===== src/assert_macros.svh =====
// Assertion macros shared by the quantizer modules.
// Each macro expects signals named clock and reset in the including module.
`ifndef ASSERT_MACROS_SVH
`define ASSERT_MACROS_SVH

// The property must hold at every clock edge outside reset.
`define SPQ_ASSERT_ALWAYS(label, prop, msg) \
   label: assert property (@(posedge clock) disable iff (reset) (prop)) else $error(msg);

// The consequent must hold at the clock after the antecedent.
`define SPQ_ASSERT_NEXT(label, ante, cons, msg) \
   label: assert property (@(posedge clock) disable iff (reset) (ante) |=> (cons)) \
      else $error(msg);

`endif


===== src/spq_pkg.sv =====
// Types, constants and the fixed colour palette of the subsampled palette quantizer.
// No dependencies.
package spq_pkg;

   localparam int PALETTE_SIZE   = 16;
   localparam int SUBSAMPLE_STEP = 3;
   localparam int MAX_WIDTH      = 4096;

   localparam int IDX_W   = 4;
   localparam int DIST_W  = 10;
   localparam int WIDTH_W = 13;
   localparam int POS_W   = $clog2(MAX_WIDTH);
   localparam int PHASE_W = $clog2(SUBSAMPLE_STEP + 1);
   localparam int ADDR_W  = 3;

   localparam logic [WIDTH_W-1:0] WIDTH_RESET = 13'd640;
   localparam logic [ADDR_W-3:0]  REG_IMAGE_WIDTH = 1'b0;

   localparam logic [7:0] AT_B = 8'h10;
   localparam logic [7:0] AT_G = 8'h20;
   localparam logic [7:0] AT_R = 8'h40;
   localparam logic [7:0] AT_I = 8'h80;

   typedef struct packed {
      logic [7:0] red;
      logic [7:0] green;
      logic [7:0] blue;
      logic [7:0] attr;
   } pal_entry_type;

   localparam pal_entry_type PALETTE [PALETTE_SIZE] = '{
      '{8'd197, 8'd15,  8'd31,  AT_R},
      '{8'd19,  8'd161, 8'd14,  AT_G},
      '{8'd0,   8'd55,  8'd218, AT_B},
      '{8'd136, 8'd23,  8'd152, AT_B | AT_R},
      '{8'd58,  8'd150, 8'd221, AT_B | AT_G},
      '{8'd193, 8'd156, 8'd0,   AT_R | AT_G},
      '{8'd204, 8'd204, 8'd204, AT_B | AT_R | AT_G},
      '{8'd12,  8'd12,  8'd12,  8'h00},
      '{8'd231, 8'd72,  8'd86,  AT_R | AT_I},
      '{8'd22,  8'd198, 8'd12,  AT_G | AT_I},
      '{8'd59,  8'd120, 8'd255, AT_B | AT_I},
      '{8'd180, 8'd0,   8'd158, AT_B | AT_R | AT_I},
      '{8'd97,  8'd214, 8'd214, AT_B | AT_G | AT_I},
      '{8'd249, 8'd241, 8'd165, AT_R | AT_G | AT_I},
      '{8'd242, 8'd242, 8'd242, AT_B | AT_R | AT_G | AT_I},
      '{8'd118, 8'd118, 8'd118, AT_I}
   };

   typedef struct packed {
      logic [7:0] red;
      logic [7:0] green;
      logic [7:0] blue;
      logic       frame_start;
   } req_type;

   typedef struct packed {
      logic [IDX_W-1:0] palette_index;
      logic [7:0]       attribute;
      logic             row_end;
   } rsp_type;

   typedef struct packed {
      logic keep;
      logic row_end;
   } scan_type;

   typedef struct packed {
      logic [7:0]        red;
      logic [7:0]        green;
      logic [7:0]        blue;
      logic [IDX_W-1:0]  best_idx;
      logic [DIST_W-1:0] best_dist;
      logic              row_end;
   } stage_type;

   function automatic logic [7:0] abs_diff(input logic [7:0] a, input logic [7:0] b);
      return (a > b) ? (a - b) : (b - a);
   endfunction

endpackage


===== src/subsampled_palette_quantizer.sv =====
// Top level of the subsampled palette quantizer: register port, position
// tracking and the chain of palette cells. Depends on spq_pkg, spq_scan, spq_cell.
//
// Usage: pixels arrive in raster order on the req_ channel (valid/stall); an
// item is taken at an edge with req_valid high and req_stall low. frame_start
// marks the first pixel of a frame. Only pixels in every third column of every
// third row produce a result; the others are consumed and produce nothing.
// Each result on the rsp_ channel carries the nearest palette index by sum of
// absolute channel differences (lowest index on ties), its background
// attribute byte and a flag on the last kept pixel of a row.
// A result is presented when its pixel has passed through one registered
// cell per palette entry (16 cells) in the chain.
// Throughput: one item per cycle while the receiver does not stall; each cell
// holds one item and forwards it once the next cell can take it, so empty cells
// close up even while the output waits. When the receiver stalls, the last cell
// holds its result and the stall propagates back cell by cell; req_stall rises
// only once all cells are full. Reset clears the position to row 0, column 0,
// empties the chain and sets image_width to 640. image_width is written through
// the register port at byte address 0 and is read back there.
module subsampled_palette_quantizer
   import spq_pkg::*;
(
   input  logic              clock,
   input  logic              reset,
   input  logic              req_valid,
   output logic              req_stall,
   input  req_type           req_data,
   output logic              rsp_valid,
   input  logic              rsp_stall,
   output rsp_type           rsp_data,
   input  logic              psel,
   input  logic              penable,
   input  logic              pwrite,
   input  logic [ADDR_W-1:0] paddr,
   input  logic [31:0]       pwdata,
   output logic [31:0]       prdata,
   output logic              pready
);

   logic [WIDTH_W-1:0] width_ff;
   logic               accept;
   scan_type           scan;
   logic               chain_valid [PALETTE_SIZE+1];
   logic               chain_ready [PALETTE_SIZE+1];
   stage_type          chain_data  [PALETTE_SIZE+1];
   logic               reg_hit;

   assign pready  = 1'b1;
   assign reg_hit = paddr[ADDR_W-1:2] == REG_IMAGE_WIDTH;
   assign prdata  = reg_hit ? 32'(width_ff) : '0;

   always_ff @(posedge clock) begin
      if (reset) begin
         width_ff <= WIDTH_RESET;
      end else if (psel && penable && pwrite && pready && reg_hit) begin
         width_ff <= pwdata[WIDTH_W-1:0];
      end
   end

   assign req_stall = !chain_ready[0];
   assign accept    = req_valid && !req_stall;

   spq_scan u_scan (
      .clock       (clock),
      .reset       (reset),
      .accept      (accept),
      .frame_start (req_data.frame_start),
      .image_width (width_ff),
      .scan        (scan)
   );

   always_comb begin
      chain_valid[0]          = req_valid && scan.keep;
      chain_data[0].red       = req_data.red;
      chain_data[0].green     = req_data.green;
      chain_data[0].blue      = req_data.blue;
      chain_data[0].best_idx  = '0;
      chain_data[0].best_dist = '1;
      chain_data[0].row_end   = scan.row_end;
   end

   for (genvar i = 0; i < PALETTE_SIZE; i++) begin : g_cell
      spq_cell u_cell (
         .clock      (clock),
         .reset      (reset),
         .up_valid   (chain_valid[i]),
         .up_data    (chain_data[i]),
         .entry      (PALETTE[i]),
         .entry_idx  (IDX_W'(i)),
         .down_ready (chain_ready[i+1]),
         .up_ready   (chain_ready[i]),
         .down_valid (chain_valid[i+1]),
         .down_data  (chain_data[i+1])
      );
   end

   assign chain_ready[PALETTE_SIZE] = !rsp_stall;
   assign rsp_valid                 = chain_valid[PALETTE_SIZE];

   always_comb begin
      rsp_data.palette_index = chain_data[PALETTE_SIZE].best_idx;
      rsp_data.attribute     = PALETTE[chain_data[PALETTE_SIZE].best_idx].attr;
      rsp_data.row_end       = chain_data[PALETTE_SIZE].row_end;
   end

endmodule


===== src/spq_scan.sv =====
// Raster position tracking: decides which pixels are kept and marks row ends.
// Depends on spq_pkg and assert_macros.svh.
`include "assert_macros.svh"

module spq_scan
   import spq_pkg::*;
(
   input  logic               clock,
   input  logic               reset,
   input  logic               accept,
   input  logic               frame_start,
   input  logic [WIDTH_W-1:0] image_width,
   output scan_type           scan
);

   logic [POS_W-1:0]   pos_ff, pos_in, cur_pos;
   logic [PHASE_W-1:0] col_ff, col_in, cur_col;
   logic [PHASE_W-1:0] row_ff, row_in, cur_row;
   logic [WIDTH_W-1:0] eff_width;
   logic               wrap;

   always_comb begin
      priority if (image_width == '0) begin
         eff_width = WIDTH_W'(1);
      end else if (image_width > WIDTH_W'(MAX_WIDTH)) begin
         eff_width = WIDTH_W'(MAX_WIDTH);
      end else begin
         eff_width = image_width;
      end
   end

   always_comb begin
      cur_pos = frame_start ? '0 : pos_ff;
      cur_col = frame_start ? '0 : col_ff;
      cur_row = frame_start ? '0 : row_ff;
      scan.keep = (cur_row == '0) && (cur_col == '0);
      scan.row_end = ((WIDTH_W+1)'(cur_pos) + (WIDTH_W+1)'(SUBSAMPLE_STEP))
                     >= (WIDTH_W+1)'(eff_width);
      wrap = WIDTH_W'(cur_pos) >= (eff_width - WIDTH_W'(1));
      if (wrap) begin
         pos_in = '0;
         col_in = '0;
         row_in = (((PHASE_W+1)'(cur_row) + (PHASE_W+1)'(1)) >= (PHASE_W+1)'(SUBSAMPLE_STEP))
                  ? '0 : cur_row + PHASE_W'(1);
      end else begin
         pos_in = cur_pos + POS_W'(1);
         col_in = (((PHASE_W+1)'(cur_col) + (PHASE_W+1)'(1)) >= (PHASE_W+1)'(SUBSAMPLE_STEP))
                  ? '0 : cur_col + PHASE_W'(1);
         row_in = cur_row;
      end
   end

   always_ff @(posedge clock) begin
      if (reset) begin
         pos_ff <= '0;
         col_ff <= '0;
         row_ff <= '0;
      end else if (accept) begin
         pos_ff <= pos_in;
         col_ff <= col_in;
         row_ff <= row_in;
      end
   end

   `SPQ_ASSERT_ALWAYS(a_phase_range,
      ((PHASE_W+1)'(col_ff) < (PHASE_W+1)'(SUBSAMPLE_STEP)) &&
      ((PHASE_W+1)'(row_ff) < (PHASE_W+1)'(SUBSAMPLE_STEP)),
      "Subsampling phase out of range.")
   `SPQ_ASSERT_ALWAYS(a_row_start_phase, (pos_ff != '0) || (col_ff == '0),
      "Column phase is not zero at the start of a row.")

endmodule


===== src/spq_cell.sv =====
// One cell of the distance chain: compares the pixel with one palette entry
// and passes the running best match on. Depends on spq_pkg and assert_macros.svh.
`include "assert_macros.svh"

module spq_cell
   import spq_pkg::*;
(
   input  logic             clock,
   input  logic             reset,
   input  logic             up_valid,
   input  stage_type        up_data,
   input  pal_entry_type    entry,
   input  logic [IDX_W-1:0] entry_idx,
   input  logic             down_ready,
   output logic             up_ready,
   output logic             down_valid,
   output stage_type        down_data
);

   logic              valid_ff;
   stage_type         data_ff, data_in;
   logic [DIST_W-1:0] entry_dist;

   always_comb begin
      entry_dist = DIST_W'(abs_diff(up_data.red, entry.red))
                 + DIST_W'(abs_diff(up_data.green, entry.green))
                 + DIST_W'(abs_diff(up_data.blue, entry.blue));
      data_in = up_data;
      if (entry_dist < up_data.best_dist) begin
         data_in.best_dist = entry_dist;
         data_in.best_idx  = entry_idx;
      end
   end

   assign up_ready   = !valid_ff || down_ready;
   assign down_valid = valid_ff;
   assign down_data  = data_ff;

   always_ff @(posedge clock) begin
      if (reset) begin
         valid_ff <= 1'b0;
      end else if (up_ready) begin
         valid_ff <= up_valid;
      end
   end

   always_ff @(posedge clock) begin
      if (up_ready && up_valid) begin
         data_ff <= data_in;
      end
   end

   `SPQ_ASSERT_NEXT(a_hold_when_blocked, valid_ff && !down_ready,
      valid_ff && $stable(data_ff), "Cell lost or changed a blocked item.")
   `SPQ_ASSERT_NEXT(a_dist_never_grows, up_valid && up_ready,
      data_ff.best_dist <= $past(up_data.best_dist), "Best distance grew along the chain.")

endmodule

===== config.mk =====
export PLATFORM = sky130hd
export DESIGN_NAME = subsampled_palette_quantizer
export DESIGN_NICKNAME = d
export VERILOG_FILES = /design/src/spq_pkg.sv /design/src/subsampled_palette_quantizer.sv /design/src/spq_scan.sv /design/src/spq_cell.sv
export VERILOG_INCLUDE_DIRS = /design/src /design/src/src
export SDC_FILE = /design/constraint.sdc
export NUM_CORES = 2
export LEC_CHECK = 0
export BUFFER_PORTS_ARGS = -buffer_cell sky130_fd_sc_hd__buf_2
export CAP_MARGIN = 25
export CORE_MARGIN = 2
export CORE_UTILIZATION = 40
export CTS_CLUSTER_DIAMETER = 50
export DETAILED_ROUTE_END_ITERATION = 16
export MAX_ROUTING_LAYER = met4
export PLACE_DENSITY = 0.64
export SLEW_MARGIN = 20
export SYNTH_ARGS = -nofsm -noshare
export SYNTH_HDL_FRONTEND = slang
export SYNTH_SLANG_ARGS = --single-unit

===== constraint.sdc =====
create_clock -name clock -period 8 [get_ports clock]
set_clock_uncertainty 0.15 [all_clocks]
set_input_delay 1.6 -clock clock [delete_from_list [all_inputs] [get_ports clock]]
set_output_delay 1.6 -clock clock [all_outputs]
set_load 0.1 [all_outputs]

==> flow_metrics.env <==
export IMPL_synth_top_cell_by_area="edfxtp_1"
export IMPL_seq_area_frac_synth_pct=39.5
export IMPL_fp_row_count=124
export IMPL_drt_vias_per_instance=5.23
export IMPL_dp_hpwl_um=77500
export IMPL_cts_setup_buffers=0
export IMPL_holdCritPathClass="flop to flop"
export IMPL_cts_resized_gates=0
export IMPL_cts_root_buf="clkbuf_16"
export IMPL_clock_latency_ps=650
export IMPL_final_hold_violation_count=0
export IMPL_required_ps=8240
export IMPL_first_pass_iters=7
export IMPL_postRouteAntennaNets=0
export IMPL_ys_flop_type="edfxtp_1"
export IMPL_relSlewSlack_pct=34.1
export IMPL_synth_cell_types=81
export IMPL_synth_seq_cells=620
export IMPL_min_to="g_cell[14].u_cell.down_data[0]"
export IMPL_nets=5312
export IMPL_syn_area_um2=46000
export IMPL_cp_max_fo=14
export IMPL_crit_path_start_kind="flop"
export IMPL_crit_type="flop to flop"
export IMPL_p_leak_nw=20.7
export IMPL_period_share_pct=78.2
export IMPL_die_area_um2=118000
export IMPL_multi_input_area_um2=26100
export IMPL_grt_pass1_wl_um=160000
export IMPL_ctsHoldBuffers=0
export IMPL_cts_tree="yes"
export IMPL_cts_buffers=83
export IMPL_clockBufferDepth=3
export IMPL_die_w_um=343
export IMPL_grt_antenna_before_repair=5
export IMPL_wirelength_um=97800
export IMPL_crit_arrival_ps=6500
export IMPL_drive_gt1_share_pct=9.18
export IMPL_place_area_um2=48100
export IMPL_synthCells=4545
export IMPL_power_density_nw_per_um2=183
export IMPL_r2r_cells=22
export IMPL_timing_rr_end="g_cell[11].u_cell.down_data[3]"
export IMPL_initial_core_util_pct=40.3
export IMPL_area_growth_pct=11.0
export IMPL_rsz0062_at_grt="false"
export IMPL_core_area_um2=114000
export IMPL_ctsHtreeMaxLevel=3
export IMPL_synth_most_common_cell="edfxtp_1"
export IMPL_whs_path_depth=0
export IMPL_status="finished clean"
export IMPL_synthTopCellsByCount="edfxtp_1, ha_1, inv_1"
export IMPL_grt_max_degree=42
export IMPL_grt_pass1_vias=31300
export IMPL_worstHoldStart="g_cell[13].u_cell.down_data[0]"
export IMPL_worst_pin_slew_ps=982
export IMPL_reg2reg_slack_ps=1740
export IMPL_synth_area_leaders="edfxtp_1, ha_1, xnor2_1"
export IMPL_whs_ps=267
export IMPL_vdd_drop_max_mv=0.170
export IMPL_nFillCells=10700
export IMPL_min_period_ps=6260
export IMPL_finalSetupViolCount=0
export IMPL_dp_cells=6062
export IMPL_num_io_pins=115
export IMPL_yosysTopAreaCellShare_pct=37.5
export IMPL_worstPathCellList="inv_1 > ha_1 > nand3b_1 > a21oi_1 > o21a_1 > mux2_2 > ha_1 > a21o_1 > a21oi_1 > nor2b_1 > o21a_1 > nor2_1 > xnor2_1 > ha_1 > o311ai_0 > xnor2_1 > ha_1 > o211a_1 > nand3_1 > o21ai_0 > o22a_1 > mux2_2"
export IMPL_gp_congestion=0.859
export IMPL_worst_setup_path_end_kind="flop"
export IMPL_crit_reg2reg_launch="g_cell[10].u_cell.down_data[33]"
export IMPL_syn_area_per_cell_um2=10.1
export IMPL_cpPeakStageDelay_ps=550
export IMPL_path_common_cell="ha_1"
export IMPL_ys_warnings_count=0
export IMPL_die_y_um=343
export IMPL_drc=0
export IMPL_drt_iter0_drc=1815
export IMPL_grt_overflow_total=0
export IMPL_port_buffers=69
export IMPL_seqCellArea_um2=18200
export IMPL_slew_viol_final=0
export IMPL_timing_max_cap_violations=0
export IMPL_max_freq_mhz=160
export IMPL_crit_slowest_cell="o22a_1"
export IMPL_tns_ps=0
export IMPL_synth_edf_count=575
export IMPL_synthArstFlopShare_pct=0
export IMPL_cts_sinks=620
export IMPL_fin_area_um2=51100
export IMPL_final_cells=6229
export IMPL_track_usage_pct=17.0
export IMPL_vias=32600
export IMPL_wl_per_cell_um=15.7
export IMPL_path_clk_slew_ps=60
[metrics by stage]
stage          total power [W]  setup WS, ps  util, %
5_1_grt                0.00977          1210     44.7
2_1_floorplan          0.00525          2410        -
3_3_place_gp           0.00559          1590     42.1
4_1_cts                0.00940          1510     44.6
3_5_place_dp           0.00564          1560     42.1
6_report               0.00932          1740     44.7
[cells by family after synthesis]
family          count (synthesis)  synth area share [%]
mux                           208                  4.97
xor+xnor                      435                  8.28
other cells                     2                0.0163
fa+ha+maj                     601                  16.9
simple gates                 1183                  12.6
compound gates                997                  13.5
flops                         620                  39.5
buf+inv                       499                  4.34
[worst max-delay path: cells and delay by family (launching register included)]
kind / cells / cell delay (ps)
compound gates: 9 / 2470
xor+xnor: 2 / 370
mux: 2 / 800
simple gates: 4 / 440
fa+ha+maj: 4 / 1150
buf+inv: 1 / 100
flops: 1 / 500
[flip-flops by register name (all words and copies together) (netlist names)]
signal	count
width_ff	13
u_scan.col_ff	2
g_cell.u_cell.down_valid	16
u_scan.pos_ff	12
g_cell.u_cell.down_data	575
u_scan.row_ff	2
[final cells by class]
type | instances | area share (%)
Multi-Input combinational cell | 3448 | 51.0
Sequential cell | 620 | 35.6
Clock buffer | 96 | 4.16
Tap cell | 1512 | 3.70
Inverter | 400 | 2.94
Clock inverter | 60 | 1.36
Timing Repair Buffer | 91 | 1.22
Antenna cell | 2 | 0.00980
[worst max-delay path by stage]
stage,from,to
final,g_cell[10].u_cell.down_data[33],g_cell[11].u_cell.down_data[3]
after global placement,g_cell[0].u_cell.down_data[26],g_cell[1].u_cell.down_data[6]
after detailed placement,g_cell[0].u_cell.down_data[25],g_cell[1].u_cell.down_data[8]
after CTS,g_cell[0].u_cell.down_data[25],g_cell[1].u_cell.down_data[8]
after global routing,g_cell[7].u_cell.down_data[23],g_cell[8].u_cell.down_data[2]
after floorplan,g_cell[3].u_cell.down_data[24],g_cell[4].u_cell.down_data[3]
[power by group]
| part | internal [W] | switching, W |
|---|---|---|
| Sequential | 0.00369 | 0.0000734 |
| Clock | 0.00220 | 0.00154 |
| Combinational | 0.000841 | 0.000983 |
[cells in the final DEF, fill, tap and decap left out, types with 86 or more instances in the layout]
master	instances
a21oi_1	306
nor3_1	122
nand2b_1	86
nor2_1	374
ha_1	569
nand2_1	226
xnor2_1	302
edfxtp_1	575
xor2_1	133
nor2b_1	110
inv_1	399
o21ai_0	281
mux2_2	162
[layer usage]
| metal | GRT usage, % | vias up | routed length, µm |
|---|---|---|---|
| met1 | 21.9 | 15300 | 45200 |
| met2 | 28.0 | 518 | 46400 |
| met3 | 2.54 | 149 | 3960 |
| li1 | - | 16600 | - |
| met4 | 4.44 | 0 | 2280 |
| met5 | - | - | 0 |
No activity file was read; power rests on OpenSTA's default activity.
